===== src/design/mpbb_pkg.sv =====
// Shared types and constants for the marked-pixel bounding-box crop block.
// No dependencies; imported by every module of the block.
package mpbb_pkg;

   // Grid size register defaults and limits
   localparam int DEF_MAX_ROWS = 64;
   localparam int DEF_MAX_COLS = 64;
   localparam int SIZE_W       = 7;
   localparam logic [SIZE_W-1:0] SIZE_RESET = 7'd64;

   // Box edge ports and their cleared value
   localparam int EDGE_W = 6;
   localparam logic [EDGE_W-1:0] EDGE_CLEAR = 6'd63;

   // Character width and the marked-cell character
   localparam int CHAR_W = 8;
   localparam logic [CHAR_W-1:0] MARK_CHAR = 8'd42;

   // Configuration register indexes
   localparam int CSR_IDX_W = 1;
   localparam logic [CSR_IDX_W-1:0] REG_GRID_ROWS = 1'd0;
   localparam logic [CSR_IDX_W-1:0] REG_GRID_COLS = 1'd1;

   // Word actions
   localparam logic ACT_LOAD = 1'b0;
   localparam logic ACT_READ = 1'b1;

   // Per-word flags from the tracker to the result register
   typedef struct packed {
      logic read_hit;
      logic row_end;
      logic crop_last;
      logic frame_done;
      logic box_empty;
   } trk_status_type;

endpackage


===== src/design/mpbb_tracker.sv =====
// Load and read cursors, bounding-box edges and store address generation.
// Depends on mpbb_pkg for widths, the mark character and the status struct.
module mpbb_tracker #(
   parameter int MAX_ROWS = mpbb_pkg::DEF_MAX_ROWS,
   parameter int MAX_COLS = mpbb_pkg::DEF_MAX_COLS,
   parameter int AW       = 12
) (
   input  logic                          clock,
   input  logic                          reset,
   input  logic                          step,
   input  logic                          action,
   input  logic [mpbb_pkg::CHAR_W-1:0]   cell_char,
   input  logic [mpbb_pkg::SIZE_W-1:0]   grid_rows,
   input  logic [mpbb_pkg::SIZE_W-1:0]   grid_cols,
   output logic                          mem_we,
   output logic                          mem_re,
   output logic [AW-1:0]                 mem_addr,
   output mpbb_pkg::trk_status_type      status,
   output logic [mpbb_pkg::EDGE_W-1:0]   box_top,
   output logic [mpbb_pkg::EDGE_W-1:0]   box_bottom,
   output logic [mpbb_pkg::EDGE_W-1:0]   box_left,
   output logic [mpbb_pkg::EDGE_W-1:0]   box_right
);
   import mpbb_pkg::*;

   localparam int RW  = (MAX_ROWS > 1) ? $clog2(MAX_ROWS) : 1;
   localparam int CW  = (MAX_COLS > 1) ? $clog2(MAX_COLS) : 1;
   localparam int NRW = $clog2(MAX_ROWS + 1);
   localparam int NCW = $clog2(MAX_COLS + 1);
   localparam int SRW = (NRW > SIZE_W) ? NRW : SIZE_W;
   localparam int SCW = (NCW > SIZE_W) ? NCW : SIZE_W;

   logic [RW-1:0] load_row_ff, load_row_in, top_ff, top_in, bottom_ff, bottom_in;
   logic [RW-1:0] rd_row_ff, rd_row_in;
   logic [CW-1:0] load_col_ff, load_col_in, left_ff, left_in, right_ff, right_in;
   logic [CW-1:0] rd_col_ff, rd_col_in;
   logic          loaded_ff, loaded_in, seen_ff, seen_in;

   logic [SRW-1:0] rows_eff;
   logic [SCW-1:0] cols_eff;
   logic [RW-1:0]  cur_row, height_m1, rd_abs_row;
   logic [CW-1:0]  cur_col, width_m1, rd_abs_col;
   logic           cur_seen, is_mark, read_hit, row_end, crop_last;
   logic [AW-1:0]  load_addr, read_addr;

   // Clamp the configured grid size into 1..MAX
   always_comb begin
      if (grid_rows == '0) begin
         rows_eff = SRW'(1);
      end else if (SRW'(grid_rows) > SRW'(MAX_ROWS)) begin
         rows_eff = SRW'(MAX_ROWS);
      end else begin
         rows_eff = SRW'(grid_rows);
      end
      if (grid_cols == '0) begin
         cols_eff = SCW'(1);
      end else if (SCW'(grid_cols) > SCW'(MAX_COLS)) begin
         cols_eff = SCW'(MAX_COLS);
      end else begin
         cols_eff = SCW'(grid_cols);
      end
   end

   // A load after a complete grid starts from a cleared frame
   assign cur_row  = loaded_ff ? '0 : load_row_ff;
   assign cur_col  = loaded_ff ? '0 : load_col_ff;
   assign cur_seen = loaded_ff ? 1'b0 : seen_ff;
   assign is_mark  = (cell_char == MARK_CHAR);

   // Read position inside the box
   assign width_m1   = right_ff - left_ff;
   assign height_m1  = bottom_ff - top_ff;
   assign rd_abs_row = top_ff + rd_row_ff;
   assign rd_abs_col = left_ff + rd_col_ff;
   assign read_hit   = (action == ACT_READ) && loaded_ff && seen_ff;
   assign row_end    = read_hit && (rd_col_ff >= width_m1);
   assign crop_last  = row_end && (rd_row_ff >= height_m1);

   // Store addresses, row major with a fixed row pitch
   assign load_addr = AW'(cur_row) * AW'(MAX_COLS) + AW'(cur_col);
   assign read_addr = AW'(rd_abs_row) * AW'(MAX_COLS) + AW'(rd_abs_col);

   assign mem_we   = step && (action == ACT_LOAD);
   assign mem_re   = step && read_hit;
   assign mem_addr = (action == ACT_LOAD) ? load_addr : read_addr;

   // Next state for one word
   always_comb begin
      load_row_in = load_row_ff;
      load_col_in = load_col_ff;
      loaded_in   = loaded_ff;
      seen_in     = seen_ff;
      top_in      = top_ff;
      bottom_in   = bottom_ff;
      left_in     = left_ff;
      right_in    = right_ff;
      rd_row_in   = rd_row_ff;
      rd_col_in   = rd_col_ff;
      if (action == ACT_LOAD) begin
         loaded_in = 1'b0;
         seen_in   = cur_seen;
         if (loaded_ff) begin
            top_in    = RW'(EDGE_CLEAR);
            bottom_in = '0;
            left_in   = CW'(EDGE_CLEAR);
            right_in  = '0;
            rd_row_in = '0;
            rd_col_in = '0;
         end
         // Grow the box around a marked cell
         if (is_mark) begin
            seen_in = 1'b1;
            if (!cur_seen) begin
               top_in    = cur_row;
               bottom_in = cur_row;
               left_in   = cur_col;
               right_in  = cur_col;
            end else begin
               if (cur_row < top_ff)    top_in    = cur_row;
               if (cur_row > bottom_ff) bottom_in = cur_row;
               if (cur_col < left_ff)   left_in   = cur_col;
               if (cur_col > right_ff)  right_in  = cur_col;
            end
         end
         // Advance the load cursor
         if (SCW'(cur_col) + SCW'(1) >= cols_eff) begin
            load_col_in = '0;
            if (SRW'(cur_row) + SRW'(1) >= rows_eff) begin
               load_row_in = '0;
               loaded_in   = 1'b1;
            end else begin
               load_row_in = cur_row + RW'(1);
            end
         end else begin
            load_row_in = cur_row;
            load_col_in = cur_col + CW'(1);
         end
      end else if (read_hit) begin
         // Advance the read cursor, wrap at the end of the box
         if (row_end) begin
            rd_col_in = '0;
            rd_row_in = crop_last ? '0 : rd_row_ff + RW'(1);
         end else begin
            rd_col_in = rd_col_ff + CW'(1);
         end
      end
   end

   always_ff @(posedge clock) begin
      if (reset) begin
         load_row_ff <= '0;
         load_col_ff <= '0;
         loaded_ff   <= 1'b0;
         seen_ff     <= 1'b0;
         top_ff      <= RW'(EDGE_CLEAR);
         bottom_ff   <= '0;
         left_ff     <= CW'(EDGE_CLEAR);
         right_ff    <= '0;
         rd_row_ff   <= '0;
         rd_col_ff   <= '0;
      end else if (step) begin
         load_row_ff <= load_row_in;
         load_col_ff <= load_col_in;
         loaded_ff   <= loaded_in;
         seen_ff     <= seen_in;
         top_ff      <= top_in;
         bottom_ff   <= bottom_in;
         left_ff     <= left_in;
         right_ff    <= right_in;
         rd_row_ff   <= rd_row_in;
         rd_col_ff   <= rd_col_in;
      end
   end

   // Flags and edges as they stand after this word
   assign status.read_hit   = read_hit;
   assign status.row_end    = row_end;
   assign status.crop_last  = crop_last;
   assign status.frame_done = loaded_in;
   assign status.box_empty  = !seen_in;

   assign box_top    = seen_in ? EDGE_W'(top_in) : EDGE_CLEAR;
   assign box_bottom = EDGE_W'(bottom_in);
   assign box_left   = seen_in ? EDGE_W'(left_in) : EDGE_CLEAR;
   assign box_right  = EDGE_W'(right_in);

endmodule


===== config.mk =====
export PLATFORM = sky130hd
export DESIGN_NAME = mpbb_tracker
export DESIGN_NICKNAME = d
export VERILOG_FILES = /design/src/design/mpbb_pkg.sv /design/src/design/mpbb_tracker.sv
export SDC_FILE = /design/constraint.sdc
export NUM_CORES = 1
export LEC_CHECK = 0
export BUFFER_PORTS_ARGS = -buffer_cell sky130_fd_sc_hd__buf_2
export CORE_MARGIN = 3
export CORE_UTILIZATION = 53
export DETAILED_ROUTE_END_ITERATION = 10
export GPL_ROUTABILITY_DRIVEN = 0
export GPL_TIMING_DRIVEN = 0
export PLACE_DENSITY = 0.78
export SYNTH_ARGS = -nofsm -noshare
export SYNTH_HDL_FRONTEND = slang
export SYNTH_SLANG_ARGS = --single-unit

===== constraint.sdc =====
create_clock -name clock -period 2.9 [get_ports clock]
set_input_delay 0.58 -clock clock [delete_from_list [all_inputs] [get_ports clock]]
set_output_delay 0.58 -clock clock [all_outputs]
set_load 0.03 [all_outputs]

==> qor.csv, run 1 <==
metric;value;unit
synth_ff_type;dfxtp_1;
post-route-period-util;1.17;
clk_path_buf_depth;2;
ant_nets;0;
slew_headroom;0.482;
required;2.32;ns
synth_edf_count;0;
violations;setup timing;
fin_cells;853;
grt_use_total;0.292;
ys_types;58;
grt_max_degree;17;
syn_area_per_cell;7.63;µm²
cts_htree_levels;2;
status;complete, but fails checks;
cts.clk_slew.worst_paths;0.10;ns
diodes;0;
drv_cap;0;
worst_slack;-0.507;ns
worst_pin_slew;0.774;ns
nets;846;
crit_type;reg2out;
globalRouteOverflowTotal;0;
die_area;10300;µm²
drive_gt1_frac;0.325;
final_core_util;0.746;
port_buffers;66;
synth_area_leaders;dfxtp_1, ha_1, inv_1, a21oi_1, o21ai_0;
wl;15900;µm
critPathLaunchType;flip-flop;
place_inst;806;
avgViaCountPerCell;6.32;
fillers;606;
synth_area_leader_cell;dfxtp_1;
drc;0;
io_pins;69;
reg2reg_setup_slack;0.04;ns
worst_setup_path_end_kind;primary output;
die_w;101;µm
clockRootBuffer;clkbuf_8;
fin_skew;0.0133;ns
core_area;8760;µm²
syn_area;4820;µm²
row_count;34;
place_area;5530;µm²
cp.arrival;2.83;ns
ys_seq_area_frac;0.208;
holdCritPathClass;reg2reg;
worstPathMaxFanout;8;
design_area;6540;µm²
synth_seq_cells;50;
grt_pass1_vias;5201;
syn2layout_area_growth;35.6;%
synth.top_cell.area_share;0.208;
syn_inst;632;
grt_first_pass_wirelength;24600;µm
dr.pass1.iters;5;
cts_buffers;5;
maxSlewViolCount;0;
power;1520;µW
layout_commonest_cell;ha_1;
synth-async-reset-ratio;0;
period_needed;3.41;ns
clk_latency;0.32;ns
avgRoutedWirePerCell;18.7;µm
p_per_area;232;nW/µm²
power.leakage;0.00281;µW
setup_viol;27;
area.sequential;1030;µm²
rsz0062_at_grt;yes;
hpwl;11100;µm
vias;5389;
setup_tns;-10.02;ns
drtIter0Drc;372;
cts.sink_count;50;
peakVddDrop;0.215;mV
syn_nets;734;
hold_viol;0;
layout_common_cells;ha_1, nand2_1, buf_4;
antenna_found_initial;0;
dieHeight;101;µm
fmax;0.294;GHz
multi_input_area;4050;µm²
initial_utilization;0.550;
ys_warn_count;0;
tritoncts;done;
[synthesized netlist by cell type, types with 3 or more instances]
library cell  count
a211oi_1          5
a21o_1           18
a21oi_1          46
a221o_1          11
a31oi_1           3
a32oi_1           5
and3_1            3
buf_2             8
buf_4             4
clkbuf_1         12
dfxtp_1          50
fa_1              4
ha_1             72
inv_1            62
mux2i_1           6
nand2_1          55
nand2b_1         23
nand3_1          30
nand4_1           6
nor2_1           50
nor2b_1           5
nor3_1            4
nor4_1            4
o211ai_1          4
o21a_1            3
o21ai_0          42
o21bai_1          4
o22ai_1          14
o311ai_0          5
o31ai_1           3
o32ai_1           4
or2_2             5
or3_1             3
xnor2_1          22
xor2_1            9
[power by group]
part           leakage [µW]  internal, µW  switching [µW]  total, µW
clock network     0.0000504           257             262        519
logic               0.00235           116             184        300
registers          0.000406           687            13.8        701
total               0.00281          1060             459       1520
[critical path, cell delays in order, from the launching register on]
cell      delay, ns
dfxtp_4        0.39
buf_8          0.13
nand2b_4       0.15
inv_4          0.06
ha_1           0.28
a211oi_1       0.28
o21ai_0        0.15
o32a_1         0.38
a31oi_4        0.22
nor2_4         0.11
o22ai_4        0.19
buf_6          0.16
[layout make-up]
class,instances,area share
inverter,64,0.0406
sequential,50,0.158
tap,108,0.0207
clock buffer,5,0.0105
multi-input combinational,494,0.619
clock inverter,3,0.00689
buffer,20,0.0203
timing repair buffer,109,0.124
[sequential cells by signal, summed over array words and instances (netlist names)]
register	cells
bottom_ff	6
left_ff	6
load_col_ff	6
load_row_ff	6
rd_col_ff	6
rd_row_ff	6
right_ff	6
top_ff	6
loaded_ff	1
seen_ff	1
[cell families after synthesis]
logic type	Yosys count	share of synthesized area
and+or+nand+nor	200	0.202
DFF	50	0.208
muxes	6	0.0125
xor gates and xnor gates	31	0.0563
AOI/OAI and AO/OA	181	0.245
adders and majority gates	76	0.203
buffers and inverters	88	0.0737
[worst paths after layout]
check,start,end,cells after the start
min,load_col_ff[4],load_col_ff[4],2
max reg2reg,right_ff[0],rd_row_ff[5],16
min reg2reg,load_col_ff[4],load_col_ff[4],2
max,loaded_ff,box_right[3],11
[routing by layer]
layer,track usage,part of all wire
met3,0.0372,0.074
met1,0.355,0.40
met2,0.516,0.48
met4,0.123,0.044
met5,0,0
[stage by stage]
stage | setup slack (ns) | hold slack (ns)
6_report | -0.507 | 0.495
5_1_grt | -0.552 | 0.515
4_1_cts | -0.450 | 0.499
3_5_place_dp | -0.572 | 0.474
3_3_place_gp | -0.552 | 0.460
2_1_floorplan | -0.154 | 0.446
[timing repair]
action,4_1_cts,5_1_grt
setup buffers,27,15
endpoints found under the setup margin,39,48
gates cloned,0,1
gates resized for setup,103,80
hold buffers,0,0
pin swaps,32,27
Power figures use the tool's default switching activity.
==> run 2, diff against run 1 <==
- REMOVE_ABC_BUFFERS: unset -> 1
==> run 2 against run 1 <==
Compared with the run above: the flow finishes with violations (DRC, setup timing); final area is 1.9% higher; maximum frequency shrank 4.6%; sequential power grew 0.7%; non-clock buffer count is 10 lower; critical path type unchanged; largest power group unchanged.
==> qor.csv, run 2 (synthesis gave the netlist of run 1 again) <==
metric;value;unit
hold_depth;2;
nets;836;
fillers;535;
hpwl;10100;µm
ant_nets;0;
r2r_cells;17;
clkPwrFrac;0.326;
violations;DRC, setup timing;
clk_latency;0.31;ns
cpPeakStageDelay;0.44;ns
io_pins;69;
layout_commonest_cell;ha_1;
critPathTopFamily;compound AO/OA/AOI/OAI gates;
status;complete, but fails checks;
syn2layout_area_growth;38.2;%
worstPathMaxFanout;4;
power;1570;µW
critPathSlowestCell;dfxtp_2;
core_area;8760;µm²
hold_ws;0.507;ns
cts.clk_slew.worst_paths;0.10;ns
power.leakage;0.00284;µW
antenna_found_initial;0;
reg2reg_setup_slack;-0.25;ns
drive_gt1_frac;0.355;
initial_utilization;0.550;
rsz0062_at_grt;yes;
critPathLaunch;left_ff[2];
fin_skew;0.00836;ns
vias;5772;
grt_pass1_vias;4740;
drc;1;
met2_usage;0.459;
fin_cells;843;
fmax;0.280;GHz
setup_tns;-14.39;ns
avgViaCountPerCell;6.85;
setup_viol;41;
worst_pin_slew;0.781;ns
clk_path_buf_depth;2;
row_count;34;
crit_buf_inv;2;
grt_busiest_layer;met2;
comb_power_share;0.224;
r2r-start;right_ff[0];
period_needed;3.57;ns
post-route-period-util;1.23;
p_int;1090;µW
drtIter0Drc;746;
cp.depth;12;
avgRoutedWirePerCell;21.8;µm
p_per_area;235;nW/µm²
port_buffers;68;
switchingPower;475;µW
cts_htree_levels;2;
die_area;10300;µm²
worst_slack;-0.669;ns
required;2.32;ns
hold_viol;0;
met3_usage;0.0337;
globalRouteOverflowTotal;0;
cts_hold_buffers;0;
r2r-end;rd_row_ff[4];
holdCritPathClass;reg2reg;
crit_end;status[2];
dr.pass1.iters;11;
seq_power_share;0.450;
cts.sink_count;50;
die_w;101;µm
cts_buffers;5;
worst_setup_path_end_kind;primary output;
cp.arrival;2.99;ns
tritoncts;done;
place_inst;784;
critPathLaunchType;flip-flop;
diodes;0;
grt_max_degree;36;
slew_headroom;0.477;
grtUsageMet1;0.343;
dieHeight;101;µm
layout_common_cells;ha_1, nand2_1, inv_1;
peakVddDrop;0.193;mV
maxSlewViolCount;0;
final_core_util;0.760;
clockRootBuffer;clkbuf_8;
wl;18400;µm
switching_share;0.303;
path_cells;inv_1 -> ha_1 -> a21o_1 -> a21o_1 -> a21oi_2 -> xnor2_1 -> ha_1 -> o2111ai_2 -> o21ai_2 -> nand2_2 -> nor2_2 -> buf_6;
grt_use_total;0.266;
drv_cap;0;
grt_first_pass_wirelength;22400;µm
crit_type;reg2out;
run 2: layout make-up:
class / instances / area [µm²] / share of cell area
multi-input combinational: 494 / 4200 / 0.630
sequential: 50 / 1020 / 0.153
timing repair buffer: 119 / 936 / 0.141
inverter: 64 / 263 / 0.0395
tap: 108 / 135 / 0.0203
clock buffer: 7 / 76.3 / 0.0115
clock inverter: 1 / 30.0 / 0.00451
run 2: worst min-delay path, cell delays in order, from the launching register on:
cell and delay (ns):
dfxtp_1 0.35, nand2_1 0.06, a21oi_1 0.05
run 2: what timing repair did:
action	in CTS	in global routing
cloned	1	0
buffers inserted	29	21
pin swaps	25	55
resized for setup	126	118
endpoints found under the setup margin	69	49
run 2: through the flow:
step / worst slack (ns) / cell area, µm²
after detailed placement: -0.884 / 5180
after global routing: -0.784 / 6660
after floorplan: -0.594 / 4710
final: -0.669 / 6660
after global placement: -0.889 / 5180
after CTS: -0.456 / 5920
run 2: worst min path at each step:
stage	start	to	slack, ns
floorplan	load_col_ff[4]	load_col_ff[4]	0.44
global placement	load_col_ff[0]	load_col_ff[0]	0.47
detailed placement	load_col_ff[4]	load_col_ff[4]	0.47
CTS	load_col_ff[0]	load_col_ff[0]	0.50
global route	load_col_ff[0]	load_col_ff[0]	0.54
finish	load_col_ff[0]	load_col_ff[0]	0.51
run 2: per-layer routing:
layer	part of all wire	vias to the layer above
met2	0.46	467
met3	0.11	152
li1	-	2466
met4	0.064	0
met1	0.36	2687
met5	0	-
run 2: power groups by stage:
stage | Combinational [µW] | Clock (µW) | Sequential [µW]
5_1_grt | 376 | 540 | 707
3_3_place_gp | 226 | 0 | 719
2_1_floorplan | 153 | 0 | 716
6_report | 350 | 511 | 706
4_1_cts | 286 | 494 | 704
3_5_place_dp | 237 | 0 | 720
==> run 3, diff against run 2 <==
- ABC_AREA: unset -> 1
- CORE_UTILIZATION: 53 -> 54
==> run 3 against run 2 <==
Compared with the run above: the flow finishes with violations (setup timing); non-clock buffer count decreased by 14; total power rose by 36%; worst setup slack improved by 0.27 ns; register-to-register slack gained 0.27 ns; die area increased by 8.1%; final area increased by 3.0%; maximum frequency grew 8.2%; wire length down 11%; area after synthesis rose by 11%; sequential power grew 6.8%; first-iteration DRC count down 16%; count of clock-buffer cells in the layout down 2.
==> qor.csv, run 3 <==
metric;value;unit
cts.clk_slew.worst_paths;0.11;ns
rsz0062_at_grt;yes;
row_count;35;
hold_viol;0;
clockRootBuffer;clkbuf_8;
syn_area_per_cell;6.16;µm²
initial_utilization;0.566;
clk_latency;0.33;ns
hpwl;10700;µm
p_per_area;310;nW/µm²
avgViaCountPerCell;5.58;
ys_seq_area_frac;0.188;
ys_types;36;
ys_warn_count;0;
synth.top_cell.area_share;0.188;
synth_seq_cells;50;
die_area;11100;µm²
dr.pass1.iters;8;
tritoncts;done;
port_buffers;68;
die_w;105;µm
avgRoutedWirePerCell;15.1;µm
synth_ff_type;dfxtp_1;
synth-async-reset-ratio;0;
io_pins;69;
setup_tns;-6.40;ns
fin_cells;1078;
vias;6012;
layout_commonest_cell;nand2_1;
cts_buffers;5;
drv_cap;0;
place_inst;1032;
place_area;5700;µm²
cp.arrival;2.72;ns
syn_area;5330;µm²
synth_edf_count;0;
holdCritPathClass;reg2reg;
synth_most_common_cell;nand2_1;
post-route-period-util;1.14;
place_ws;-1.30;ns
setup_viol;34;
status;complete, but fails checks;
layout_common_cells;nand2_1, inv_1, a21oi_1;
critPathLaunchType;flip-flop;
power;2130;µW
fillers;763;
dieHeight;105;µm
antenna_found_initial;0;
clk_path_buf_depth;2;
cts_htree_levels;2;
fmax;0.303;GHz
design_area;6860;µm²
maxSlewViolCount;0;
syn_inst;865;
diodes;0;
reg2reg_setup_slack;0.02;ns
core_area;9420;µm²
grt_first_pass_wirelength;25700;µm
grt_use_total;0.277;
peakVddDrop;0.185;mV
power.leakage;0.00352;µW
wl;16300;µm
synth_area_leader_cell;dfxtp_1;
worst_setup_path_end_kind;primary output;
slew_headroom;0.447;
drtIter0Drc;623;
crit_type;reg2out;
globalRouteOverflowTotal;0;
nets;1050;
syn2layout_area_growth;28.6;%
required;2.32;ns
synth_area_leaders;dfxtp_1, ha_1, nand2_1, a21oi_1, inv_1;
fin_skew;0.0138;ns
period_needed;3.30;ns
ant_nets;0;
grt_pass1_vias;5479;
violations;setup timing;
drive_gt1_frac;0.263;
yosys-top-cells-count;nand2_1, inv_1, a21oi_1;
worstPathMaxFanout;10;
drc;0;
cts_hold_buffers;0;
worst_pin_slew;0.830;ns
grt_max_degree;67;
cts.sink_count;50;
worst_slack;-0.398;ns
## run 3: final cells by class
class                   count  area (µm²)  area share
clock buffers               5        68.8      0.0100
clock inverters             3        68.8      0.0100
inverters                 119         468      0.0682
multi-input cells         667        4290       0.625
flip-flops and latches     50        1030       0.150
well taps                 129         161      0.0235
repair buffers            105         774       0.113
## run 3: logic make-up after synthesis
logic type      after synthesis  share of synthesized area
fa+ha+maj                    76                      0.184
xor+xnor                     25                     0.0411
simple gates                413                      0.324
buf+inv                     149                      0.110
flops                        50                      0.188
compound gates              152                      0.154
## run 3: worst paths after layout
| path | startpoint | end | cells past startpoint |
|---|---|---|---|
| hold reg to reg | load_row_ff[5] | load_row_ff[5] | 2 |
| hold / removal | load_row_ff[5] | load_row_ff[5] | 2 |
| setup reg to reg | loaded_ff | load_col_ff[2] | 14 |
| setup / recovery | loaded_ff | status[1] | 13 |
## run 3: stage by stage
stage | hold slack (ns) | utilization
2_1_floorplan | 0.439 | -
3_3_place_gp | 0.455 | 0.605
3_5_place_dp | 0.459 | 0.605
4_1_cts | 0.474 | 0.696
5_1_grt | 0.482 | 0.729
6_report | 0.475 | 0.729
## run 3: what timing repair did
action	CTS	global route
setup buffers	27	10
gates resized for setup	161	60
cloned	0	1
endpoints found under the setup margin	78	61
pin swaps	23	33
## run 3: critical path, cell delays in order (launching register included)
cell and delay (ns):
dfxtp_4 0.41, inv_8 0.13, nand2_4 0.11, inv_1 0.10
ha_2 0.20, nand3_2 0.12, xor2_2 0.18, ha_1 0.33
a21oi_1 0.17, o21a_2 0.20, nand3_4 0.10, nand2_4 0.11
o21ai_4 0.06, buf_6 0.16
## run 3: layer usage
metal	vias up	global-route usage	part of all wire	wire, µm
li1	2984	-	-	-
met1	2747	0.374	0.43	7040
met2	248	0.457	0.48	7730
met3	33	0.0392	0.074	1200
met4	0	0.0825	0.018	299
met5	-	0	0	0
## run 3: power breakdown
part / switching, µW / internal (µW)
Sequential: 38.4 / 716
Combinational: 464 / 289
Clock: 274 / 346
Total: 776 / 1350
